### src/sv/pfxs_pkg.sv
package pfxs_pkg;

   // Screen geometry
   localparam int SCREEN_COLUMNS = 128;
   localparam int SCREEN_PAGES   = 8;
   localparam int SCREEN_ROWS    = SCREEN_PAGES * 8;
   localparam int STORE_BYTES    = SCREEN_COLUMNS * SCREEN_PAGES;
   localparam int SCROLL_COLS    = 4;

   localparam int COL_W  = $clog2(SCREEN_COLUMNS);
   localparam int PAGE_W = $clog2(SCREEN_PAGES);
   localparam int ROW_W  = PAGE_W + 3;
   localparam int ADDR_W = $clog2(STORE_BYTES);

   // Field widths
   localparam int ACTION_W = 3;
   localparam int COORD_W  = 8;
   localparam int SROWS_W  = 6;
   localparam int RADDR_W  = 10;
   localparam int MODE_W   = 2;

   // Action codes
   localparam logic [ACTION_W-1:0] ACT_DRAW   = 3'd0;
   localparam logic [ACTION_W-1:0] ACT_DOWN   = 3'd1;
   localparam logic [ACTION_W-1:0] ACT_LEFT   = 3'd2;
   localparam logic [ACTION_W-1:0] ACT_RIGHT  = 3'd3;
   localparam logic [ACTION_W-1:0] ACT_CLEAR  = 3'd4;
   localparam logic [ACTION_W-1:0] ACT_READ   = 3'd5;

   // Render modes
   localparam logic [MODE_W-1:0] MODE_LORES = 2'd0;
   localparam logic [MODE_W-1:0] MODE_HIRES = 2'd1;

   typedef struct packed {
      logic [ACTION_W-1:0] action;
      logic [COORD_W-1:0]  pixel_x;
      logic [COORD_W-1:0]  pixel_y;
      logic                draw_value;
      logic [SROWS_W-1:0]  scroll_rows;
      logic [RADDR_W-1:0]  read_address;
   } pfxs_req_type;

   typedef struct packed {
      logic       collision;
      logic [7:0] read_data;
   } pfxs_rsp_type;

   typedef struct packed {
      logic              en;
      logic [ADDR_W-1:0] addr;
      logic [7:0]        data;
   } pfxs_wr_type;

   typedef enum logic [2:0] {
      ST_IDLE,
      ST_SWEEP,
      ST_DRAW_RD,
      ST_DRAW_WR,
      ST_DRAW_WR2,
      ST_READ,
      ST_READ_DATA,
      ST_DONE
   } pfxs_state_type;

   typedef enum logic [1:0] {
      SW_CLEAR,
      SW_DOWN,
      SW_LEFT,
      SW_RIGHT
   } pfxs_sweep_type;

   // Byte index of a page and column
   function automatic logic [ADDR_W-1:0] frame_addr(input logic [PAGE_W-1:0] page,
                                                    input logic [COL_W-1:0]  col);
      logic [31:0] t;
      t = 32'(page) * 32'(SCREEN_COLUMNS) + 32'(col);
      return t[ADDR_W-1:0];
   endfunction

   // Reduce a value below 512 modulo m (m at least 32) by compare and subtract
   function automatic logic [8:0] wrap_coord(input logic [8:0] v, input logic [8:0] m);
      logic [11:0] r;
      logic [11:0] lim;
      r = {3'b000, v};
      for (int k = 3; k >= 0; k--) begin
         lim = 12'(m) << k;
         if (r >= lim) begin
            r = r - lim;
         end
      end
      return r[8:0];
   endfunction

   // Fit a read address to the store index width
   function automatic logic [ADDR_W-1:0] read_index(input logic [RADDR_W-1:0] a);
      logic [31:0] t;
      t = 32'(a);
      return t[ADDR_W-1:0];
   endfunction

endpackage

### src/sv/pfxs_ctrl.sv
module pfxs_ctrl (
   input  logic                        clock,
   input  logic                        reset,
   input  logic                        start,
   input  pfxs_pkg::pfxs_req_type      req,
   input  logic [pfxs_pkg::MODE_W-1:0] render_mode,
   output logic                        idle,
   output logic                        done,
   input  logic                        take,
   output pfxs_pkg::pfxs_rsp_type      rsp,
   output pfxs_pkg::pfxs_wr_type       wr,
   output logic [pfxs_pkg::ADDR_W-1:0] raddr_a,
   output logic [pfxs_pkg::ADDR_W-1:0] raddr_b,
   input  logic [7:0]                  rdata_a,
   input  logic [7:0]                  rdata_b
);
   import pfxs_pkg::*;

   pfxs_state_type state_ff, state_in;
   pfxs_sweep_type op_ff, op_in;
   logic                init_ff, init_in;
   logic [PAGE_W-1:0]   kp_ff, kp_in;
   logic [COL_W-1:0]    kc_ff, kc_in;
   logic [SROWS_W-1:0]  rows_ff, rows_in;
   logic                pend_ff, pend_in;
   logic [ADDR_W-1:0]   pend_addr_ff, pend_addr_in;
   logic                use_a_ff, use_a_in;
   logic                use_b_ff, use_b_in;
   logic [2:0]          shift_ff, shift_in;
   logic [COL_W-1:0]    x_ff, x_in;
   logic [ROW_W-1:0]    y_ff, y_in;
   logic                wide_ff, wide_in;
   logic                tall_ff, tall_in;
   logic                val_ff, val_in;
   logic                on_ff, on_in;
   logic [ACTION_W-1:0] act_ff, act_in;
   logic                coll_ff, coll_in;
   logic [7:0]          data_ff, data_in;
   logic                oor_ff, oor_in;
   logic [ADDR_W-1:0]   rd_addr_ff, rd_addr_in;

   // sweep step
   logic [PAGE_W-1:0] dp;
   logic [COL_W-1:0]  dc;
   logic [ADDR_W-1:0] dest;
   logic [7:0]        dp8, skip8, pa8, pb8;
   logic [COL_W:0]    cl_src;
   logic              ua, ub;
   logic [ADDR_W-1:0] src_a, src_b;
   logic              last_col, last_step;
   logic [7:0]        sweep_wdata;

   // draw
   logic [PAGE_W-1:0] dpage;
   logic [2:0]        dbit;
   logic [7:0]        mask;
   logic [ADDR_W-1:0] addr1, addr2;
   logic [COL_W:0]    x1;
   logic              second;
   logic              old_px, on_px, on_use;
   logic [7:0]        new_byte;
   logic [8:0]        xw, yw;
   logic              wide_req, tall_req;

   always_comb begin
      // sweep destination and sources
      dp = (op_ff == SW_DOWN) ? PAGE_W'(SCREEN_PAGES - 1) - kp_ff : kp_ff;
      dc = (op_ff == SW_RIGHT) ? COL_W'(SCREEN_COLUMNS - 1) - kc_ff : kc_ff;
      dest  = frame_addr(dp, dc);
      dp8   = 8'(dp);
      skip8 = {5'b00000, rows_ff[5:3]};
      pa8   = dp8 - skip8;
      pb8   = pa8 - 8'd1;
      cl_src = '0;
      ua = 1'b0;
      ub = 1'b0;
      src_a = dest;
      src_b = dest;
      case (op_ff)
         SW_DOWN: begin
            ua = (dp8 >= skip8);
            ub = (rows_ff[2:0] != 3'd0) && (dp8 > skip8);
            if (ua) begin
               src_a = frame_addr(pa8[PAGE_W-1:0], dc);
            end
            if (ub) begin
               src_b = frame_addr(pb8[PAGE_W-1:0], dc);
            end
         end
         SW_LEFT: begin
            cl_src = {1'b0, dc} + (COL_W+1)'(SCROLL_COLS);
            ua = (cl_src < (COL_W+1)'(SCREEN_COLUMNS));
            if (ua) begin
               src_a = frame_addr(dp, cl_src[COL_W-1:0]);
            end
         end
         SW_RIGHT: begin
            cl_src = {1'b0, dc} - (COL_W+1)'(SCROLL_COLS);
            ua = (dc >= COL_W'(SCROLL_COLS));
            if (ua) begin
               src_a = frame_addr(dp, cl_src[COL_W-1:0]);
            end
         end
         default: begin
            ua = 1'b0;
         end
      endcase
      last_col  = (kc_ff == COL_W'(SCREEN_COLUMNS - 1));
      last_step = last_col && (kp_ff == PAGE_W'(SCREEN_PAGES - 1));

      // merge the two source bytes of a sweep step
      sweep_wdata = (use_a_ff ? (rdata_a << shift_ff) : 8'd0)
                  | (use_b_ff ? (rdata_b >> (4'd8 - {1'b0, shift_ff})) : 8'd0);

      // draw rectangle
      dpage  = y_ff[ROW_W-1:3];
      dbit   = y_ff[2:0];
      mask   = tall_ff ? (8'b0000_0011 << dbit) : (8'b0000_0001 << dbit);
      addr1  = frame_addr(dpage, x_ff);
      x1     = {1'b0, x_ff} + (COL_W+1)'(1);
      second = wide_ff && (x1 < (COL_W+1)'(SCREEN_COLUMNS));
      addr2  = frame_addr(dpage, x1[COL_W-1:0]);
      old_px = rdata_a[dbit];
      on_px  = old_px ^ val_ff;
      on_use = (state_ff == ST_DRAW_WR) ? on_px : on_ff;
      new_byte = on_use ? (rdata_a | mask) : (rdata_a & ~mask);

      // scaled corner of a new draw
      wide_req = (render_mode == MODE_LORES) || (render_mode == MODE_HIRES);
      tall_req = (render_mode == MODE_LORES);
      xw = wrap_coord(wide_req ? {req.pixel_x, 1'b0} : {1'b0, req.pixel_x},
                      9'(SCREEN_COLUMNS));
      yw = wrap_coord(tall_req ? {req.pixel_y, 1'b0} : {1'b0, req.pixel_y},
                      9'(SCREEN_ROWS));
   end

   // next state and outputs
   always_comb begin
      state_in     = state_ff;
      op_in        = op_ff;
      init_in      = init_ff;
      kp_in        = kp_ff;
      kc_in        = kc_ff;
      rows_in      = rows_ff;
      pend_in      = 1'b0;
      pend_addr_in = pend_addr_ff;
      use_a_in     = use_a_ff;
      use_b_in     = use_b_ff;
      shift_in     = shift_ff;
      x_in         = x_ff;
      y_in         = y_ff;
      wide_in      = wide_ff;
      tall_in      = tall_ff;
      val_in       = val_ff;
      on_in        = on_ff;
      act_in       = act_ff;
      coll_in      = coll_ff;
      data_in      = data_ff;
      oor_in       = oor_ff;
      rd_addr_in   = rd_addr_ff;
      idle         = 1'b0;
      done         = 1'b0;
      raddr_a      = '0;
      raddr_b      = '0;
      wr           = '{en: 1'b0, addr: '0, data: 8'd0};

      // write back the step issued last cycle
      if (pend_ff) begin
         wr = '{en: 1'b1, addr: pend_addr_ff, data: sweep_wdata};
      end

      case (state_ff)
         ST_IDLE: begin
            idle = 1'b1;
            if (start) begin
               act_in     = req.action;
               coll_in    = 1'b0;
               data_in    = 8'd0;
               kp_in      = '0;
               kc_in      = '0;
               rows_in    = req.scroll_rows;
               x_in       = xw[COL_W-1:0];
               y_in       = yw[ROW_W-1:0];
               wide_in    = wide_req;
               tall_in    = tall_req;
               val_in     = req.draw_value;
               rd_addr_in = read_index(req.read_address);
               oor_in     = (32'(req.read_address) >= 32'(STORE_BYTES));
               case (req.action)
                  ACT_DRAW: begin
                     state_in = ST_DRAW_RD;
                  end
                  ACT_DOWN: begin
                     op_in    = SW_DOWN;
                     state_in = ST_SWEEP;
                  end
                  ACT_LEFT: begin
                     op_in    = SW_LEFT;
                     state_in = ST_SWEEP;
                  end
                  ACT_RIGHT: begin
                     op_in    = SW_RIGHT;
                     state_in = ST_SWEEP;
                  end
                  ACT_CLEAR: begin
                     op_in    = SW_CLEAR;
                     state_in = ST_SWEEP;
                  end
                  ACT_READ: begin
                     state_in = ST_READ;
                  end
                  default: begin
                     state_in = ST_DONE;
                  end
               endcase
            end
         end
         ST_SWEEP: begin
            raddr_a      = src_a;
            raddr_b      = src_b;
            pend_in      = 1'b1;
            pend_addr_in = dest;
            use_a_in     = ua;
            use_b_in     = ub;
            shift_in     = (op_ff == SW_DOWN) ? rows_ff[2:0] : 3'd0;
            if (last_col) begin
               kc_in = '0;
               kp_in = kp_ff + PAGE_W'(1);
            end else begin
               kc_in = kc_ff + COL_W'(1);
            end
            if (last_step) begin
               init_in  = 1'b0;
               state_in = init_ff ? ST_IDLE : ST_DONE;
            end
         end
         ST_DRAW_RD: begin
            raddr_a  = addr1;
            state_in = ST_DRAW_WR;
         end
         ST_DRAW_WR: begin
            wr      = '{en: 1'b1, addr: addr1, data: new_byte};
            coll_in = old_px & val_ff;
            on_in   = on_px;
            if (second) begin
               raddr_a  = addr2;
               state_in = ST_DRAW_WR2;
            end else begin
               state_in = ST_DONE;
            end
         end
         ST_DRAW_WR2: begin
            wr       = '{en: 1'b1, addr: addr2, data: new_byte};
            state_in = ST_DONE;
         end
         ST_READ: begin
            raddr_a  = rd_addr_ff;
            state_in = ST_READ_DATA;
         end
         ST_READ_DATA: begin
            data_in  = oor_ff ? 8'd0 : rdata_a;
            state_in = ST_DONE;
         end
         ST_DONE: begin
            done = 1'b1;
            if (take) begin
               state_in = ST_IDLE;
            end
         end
         default: begin
            state_in = ST_IDLE;
         end
      endcase
   end

   assign rsp = '{collision: coll_ff, read_data: data_ff};

   always_ff @(posedge clock) begin
      if (reset) begin
         state_ff <= ST_SWEEP;
      end else begin
         state_ff <= state_in;
      end
   end

   always_ff @(posedge clock) begin
      if (reset) begin
         op_ff   <= SW_CLEAR;
         init_ff <= 1'b1;
         kp_ff   <= '0;
         kc_ff   <= '0;
         pend_ff <= 1'b0;
      end else begin
         op_ff   <= op_in;
         init_ff <= init_in;
         kp_ff   <= kp_in;
         kc_ff   <= kc_in;
         pend_ff <= pend_in;
      end
   end

   always_ff @(posedge clock) begin
      rows_ff      <= rows_in;
      pend_addr_ff <= pend_addr_in;
      use_a_ff     <= use_a_in;
      use_b_ff     <= use_b_in;
      shift_ff     <= shift_in;
      x_ff         <= x_in;
      y_ff         <= y_in;
      wide_ff      <= wide_in;
      tall_ff      <= tall_in;
      val_ff       <= val_in;
      on_ff        <= on_in;
      act_ff       <= act_in;
      coll_ff      <= coll_in;
      data_ff      <= data_in;
      oor_ff       <= oor_in;
      rd_addr_ff   <= rd_addr_in;
   end

`ifndef SYNTHESIS
   a_start_idle: assert property (@(posedge clock) disable iff (reset)
      start |-> state_ff == ST_IDLE)
      else $error("item started while busy");

   a_sweep_no_overlap: assert property (@(posedge clock) disable iff (reset)
      (state_ff == ST_SWEEP && pend_ff) |->
         (pend_addr_ff != raddr_a && pend_addr_ff != raddr_b))
      else $error("sweep read hits the byte being written back");

   a_wr2_order: assert property (@(posedge clock) disable iff (reset)
      state_ff == ST_DRAW_WR2 |-> $past(state_ff) == ST_DRAW_WR)
      else $error("second draw column without first");

   a_coll_draw: assert property (@(posedge clock) disable iff (reset)
      (done && rsp.collision) |-> act_ff == ACT_DRAW)
      else $error("collision reported for a non-draw item");
`endif

endmodule

### config.mk
export PLATFORM = sky130hd
export DESIGN_NAME = pfxs_ctrl
export DESIGN_NICKNAME = d
export VERILOG_FILES = /design/src/sv/pfxs_pkg.sv /design/src/sv/pfxs_ctrl.sv
export SDC_FILE = /design/constraint.sdc
export NUM_CORES = 1
export LEC_CHECK = 0
export BUFFER_PORTS_ARGS = -buffer_cell sky130_fd_sc_hd__buf_2
export CORE_UTILIZATION = 40
export DETAILED_ROUTE_END_ITERATION = 10
export PLACE_DENSITY = 0.71
export SETUP_SLACK_MARGIN = 0.5
export SLEW_MARGIN = 20
export SYNTH_ARGS = -nofsm -noshare
export SYNTH_HDL_FRONTEND = slang
export SYNTH_SLANG_ARGS = --single-unit
### constraint.sdc
create_clock -name clock -period 3.7 [get_ports clock]
set_clock_uncertainty 0.05 [all_clocks]
set_input_delay 0.74 -clock clock [delete_from_list [all_inputs] [get_ports clock]]
set_output_delay 0.74 -clock clock [all_outputs]
set_load 0.01 [all_outputs]
==> results_dict.tcl <==
set metrics [dict create \
    synth_seq_cells 74 \
    cts_inserted_buffers 9 \
    critPathMaxFanout 4 \
    critPathRequiredTime_ns 2.91 \
    syn-num-nets 591 \
    wl_um 14100 \
    wl_per_cell_um 17.9 \
    hold_viol 0 \
    setup_viol 0 \
    cp_num_buf_inv 2 \
    layout-drive-gt1-share_pct 31.0 \
    yosysWarnings 0 \
    cap_violations 0 \
    min_period_over_period_pct 99.5 \
    detail-route-antenna-nets 0 \
    gp_congestion 0.865 \
    clk_pin_slew_ns 0.05 \
    ys_types 67 \
    synth_edf_count 56 \
    diodes 0 \
    worstPathArrival_ns 2.89 \
    syn_avg_cell_area_um2 9.41 \
    clkLatencyLatePin_ns 0.34 \
    dp.cells 759 \
    portBuffers 104 \
    core.rowCount 40 \
    finalNonFillerCells 785 \
    vias 4557 \
    yosysTopAreaCell "edfxtp_1" \
    postLayoutCellArea_um2 6230 \
    cts_tree "yes" \
    rsz0062_at_grt "yes" \
    p_comb_share_pct 21.4 \
    cp_top_family "adder cells" \
    fmax_mhz 272 \
    start_util_pct 41.0 \
    die_w_um 113 \
    dieArea_um2 12700 \
    antenna_found_initial 0 \
    drc 0 \
    hpwl_um 10100 \
    grt_pass1_vias 4263 \
    p_sw_share_pct 28.0 \
    startpoint_type "flop" \
    path_cells "nand2b_4, xnor2_4, inv_2, ha_4, fa_2, ha_4, or3_1, a31oi_1, buf_2" \
    cts_num_sinks 74 \
    critPathMaxStageDelay_ns 0.57 \
    synth_ff_type "edfxtp_1" \
    syn_area_um2 4900 \
    final_net_count 703 \
    synth_cells 521 \
    clock_path_buffers 2 \
    worst_pin_slew_ns 0.861 \
    internal-power_mw 1.77 \
    power.switching_mw 0.690 \
    gr-total-overflow 0 \
    cts_max_level 3 \
    hold_path_class "flop to flop" \
    yosys-top-cells-area "edfxtp_1, dfxtp_1, mux2i_1" \
    clock_power_share_pct 35.1 \
    p_seq_share_pct 43.4 \
    synth_top_area_share_pct 34.3 \
    core_area_um2 12000 \
    slew_violations 0 \
    async_flop_share_pct 0 \
    synth_common_cells "edfxtp_1, nand2_1, nor2_1, o21ai_0, a21oi_1" \
    grt_pass1_wl_um 21700 \
    vdd_drop_max_uv 277 \
    area_growth_pct 27.1 \
    p_leak_nw 2.55 \
    place_area_um2 5640 \
    cp_common_cell "ha_4" \
    slew_headroom_pct 42.5 \
    worstSetupPathType "flop to output pin" \
    fp.dieH_um 113 \
    root_buffer "clkbuf_16" \
    outcome "complete, no violations" \
    ys_seq_area_share_pct 41.6 \
    cts_hold_buf 0 \
    period_minus_slack_ns 3.68 \
    io_pins 108 \
    drt_pass1_iterations 6 \
    cp_slowest_cell "fa_2" \
    grt_max_degree 22 \
    drtIter0Drc 489 \
    track_usage_pct 22.2 \
    post_drt_via_cell_ratio 5.81 \
    end_kind "output pin" \
    powerDensity_nw_per_um2 395 \
]
[state kept, by name (all words and copies together), names as in the netlist]
| signal | count |
|---|---|
| use_a_ff | 1 |
| pend_addr_ff | 10 |
| pend_ff | 1 |
| use_b_ff | 1 |
| val_ff | 1 |
| tall_ff | 1 |
| kc_ff | 7 |
| y_ff | 6 |
| state_ff | 3 |
| rows_ff | 6 |
| shift_ff | 3 |
| coll_ff | 1 |
| rd_addr_ff | 10 |
| x_ff | 7 |
| kp_ff | 3 |
| on_ff | 1 |
| op_ff | 2 |
| wide_ff | 1 |
| data_ff | 8 |
| init_ff | 1 |
[cell usage in the layout (no fill, tap or decap), types with 19 or more instances in the layout]
master and instances:
o21ai_0 26, mux2i_1 23, nor2_1 31, nand2_1 55
nand3_1 19, edfxtp_1 56, buf_4 26, a21oi_1 28
buf_2 104, and2_1 22
[power by group through the flow]
stage	Combinational [mW]	Sequential [mW]	Clock (mW)
floorplan	0.284	1.05	0
global placement	0.442	1.08	0
detailed placement	0.450	1.08	0
CTS	0.476	1.07	0.878
global route	0.572	1.08	0.911
finish	0.528	1.07	0.864
[cells by family after synthesis]
| kind of cell | Yosys count | share of synthesized area [%] |
|---|---|---|
| buffers and inverters | 50 | 4.16 |
| flip-flops | 74 | 41.6 |
| multiplexers | 44 | 10.3 |
| adder cells (fa/ha/maj) | 12 | 3.21 |
| AO/OA/AOI/OAI | 134 | 18.1 |
| XOR/XNOR | 17 | 3.04 |
| AND/OR/NAND/NOR | 190 | 19.5 |
[per-stage QoR]
step	TNS [ns]	setup slack (ns)	util, %	power [mW]	hold slack [ns]
final	0	0.0198	52.1	2.46	0.469
after global routing	-0.0764	-0.0273	52.1	2.56	0.482
after CTS	0	0.0518	50.6	2.42	0.464
after detailed placement	0	0.0425	47.2	1.53	0.453
after global placement	0	0.0669	47.2	1.52	0.444
after floorplan	0	0.414	-	1.33	0.414
[worst paths after layout]
| kind | startpoint | end | slack [ns] | cells past startpoint |
|---|---|---|---|---|
| min | on_ff | on_ff | 0.47 | 1 |
| max reg2reg | state_ff[2] | val_ff | 1.10 | 5 |
| max | op_ff[1] | raddr_b[8] | 0.02 | 9 |
| min reg2reg | on_ff | on_ff | 0.47 | 1 |
[layout make-up]
| cell class | instances | area (um2) |
|---|---|---|
| Clock buffer | 13 | 250 |
| Clock inverter | 3 | 38.8 |
| Fill cell | 1080 | 5730 |
| Inverter | 16 | 60.1 |
| Multi-Input combinational cell | 397 | 2870 |
| Sequential cell | 74 | 2050 |
| Tap cell | 147 | 184 |
| Timing Repair Buffer | 135 | 781 |
[metal layers]
layer	vias to the layer above	GRT usage [%]	share of wire [%]
met3	19	4.39	7.2
li1	2176	-	-
met4	0	8.53	2.1
met2	194	35.7	48
met5	-	0	0
met1	2168	29.7	42
[what timing repair did]
action | CTS | global route
pin swaps | 14 | 19
setup buffers | 6 | 4
endpoints found under the setup margin | 14 | 17
gates resized for setup | 19 | 27
Power figures use the tool's default switching activity.
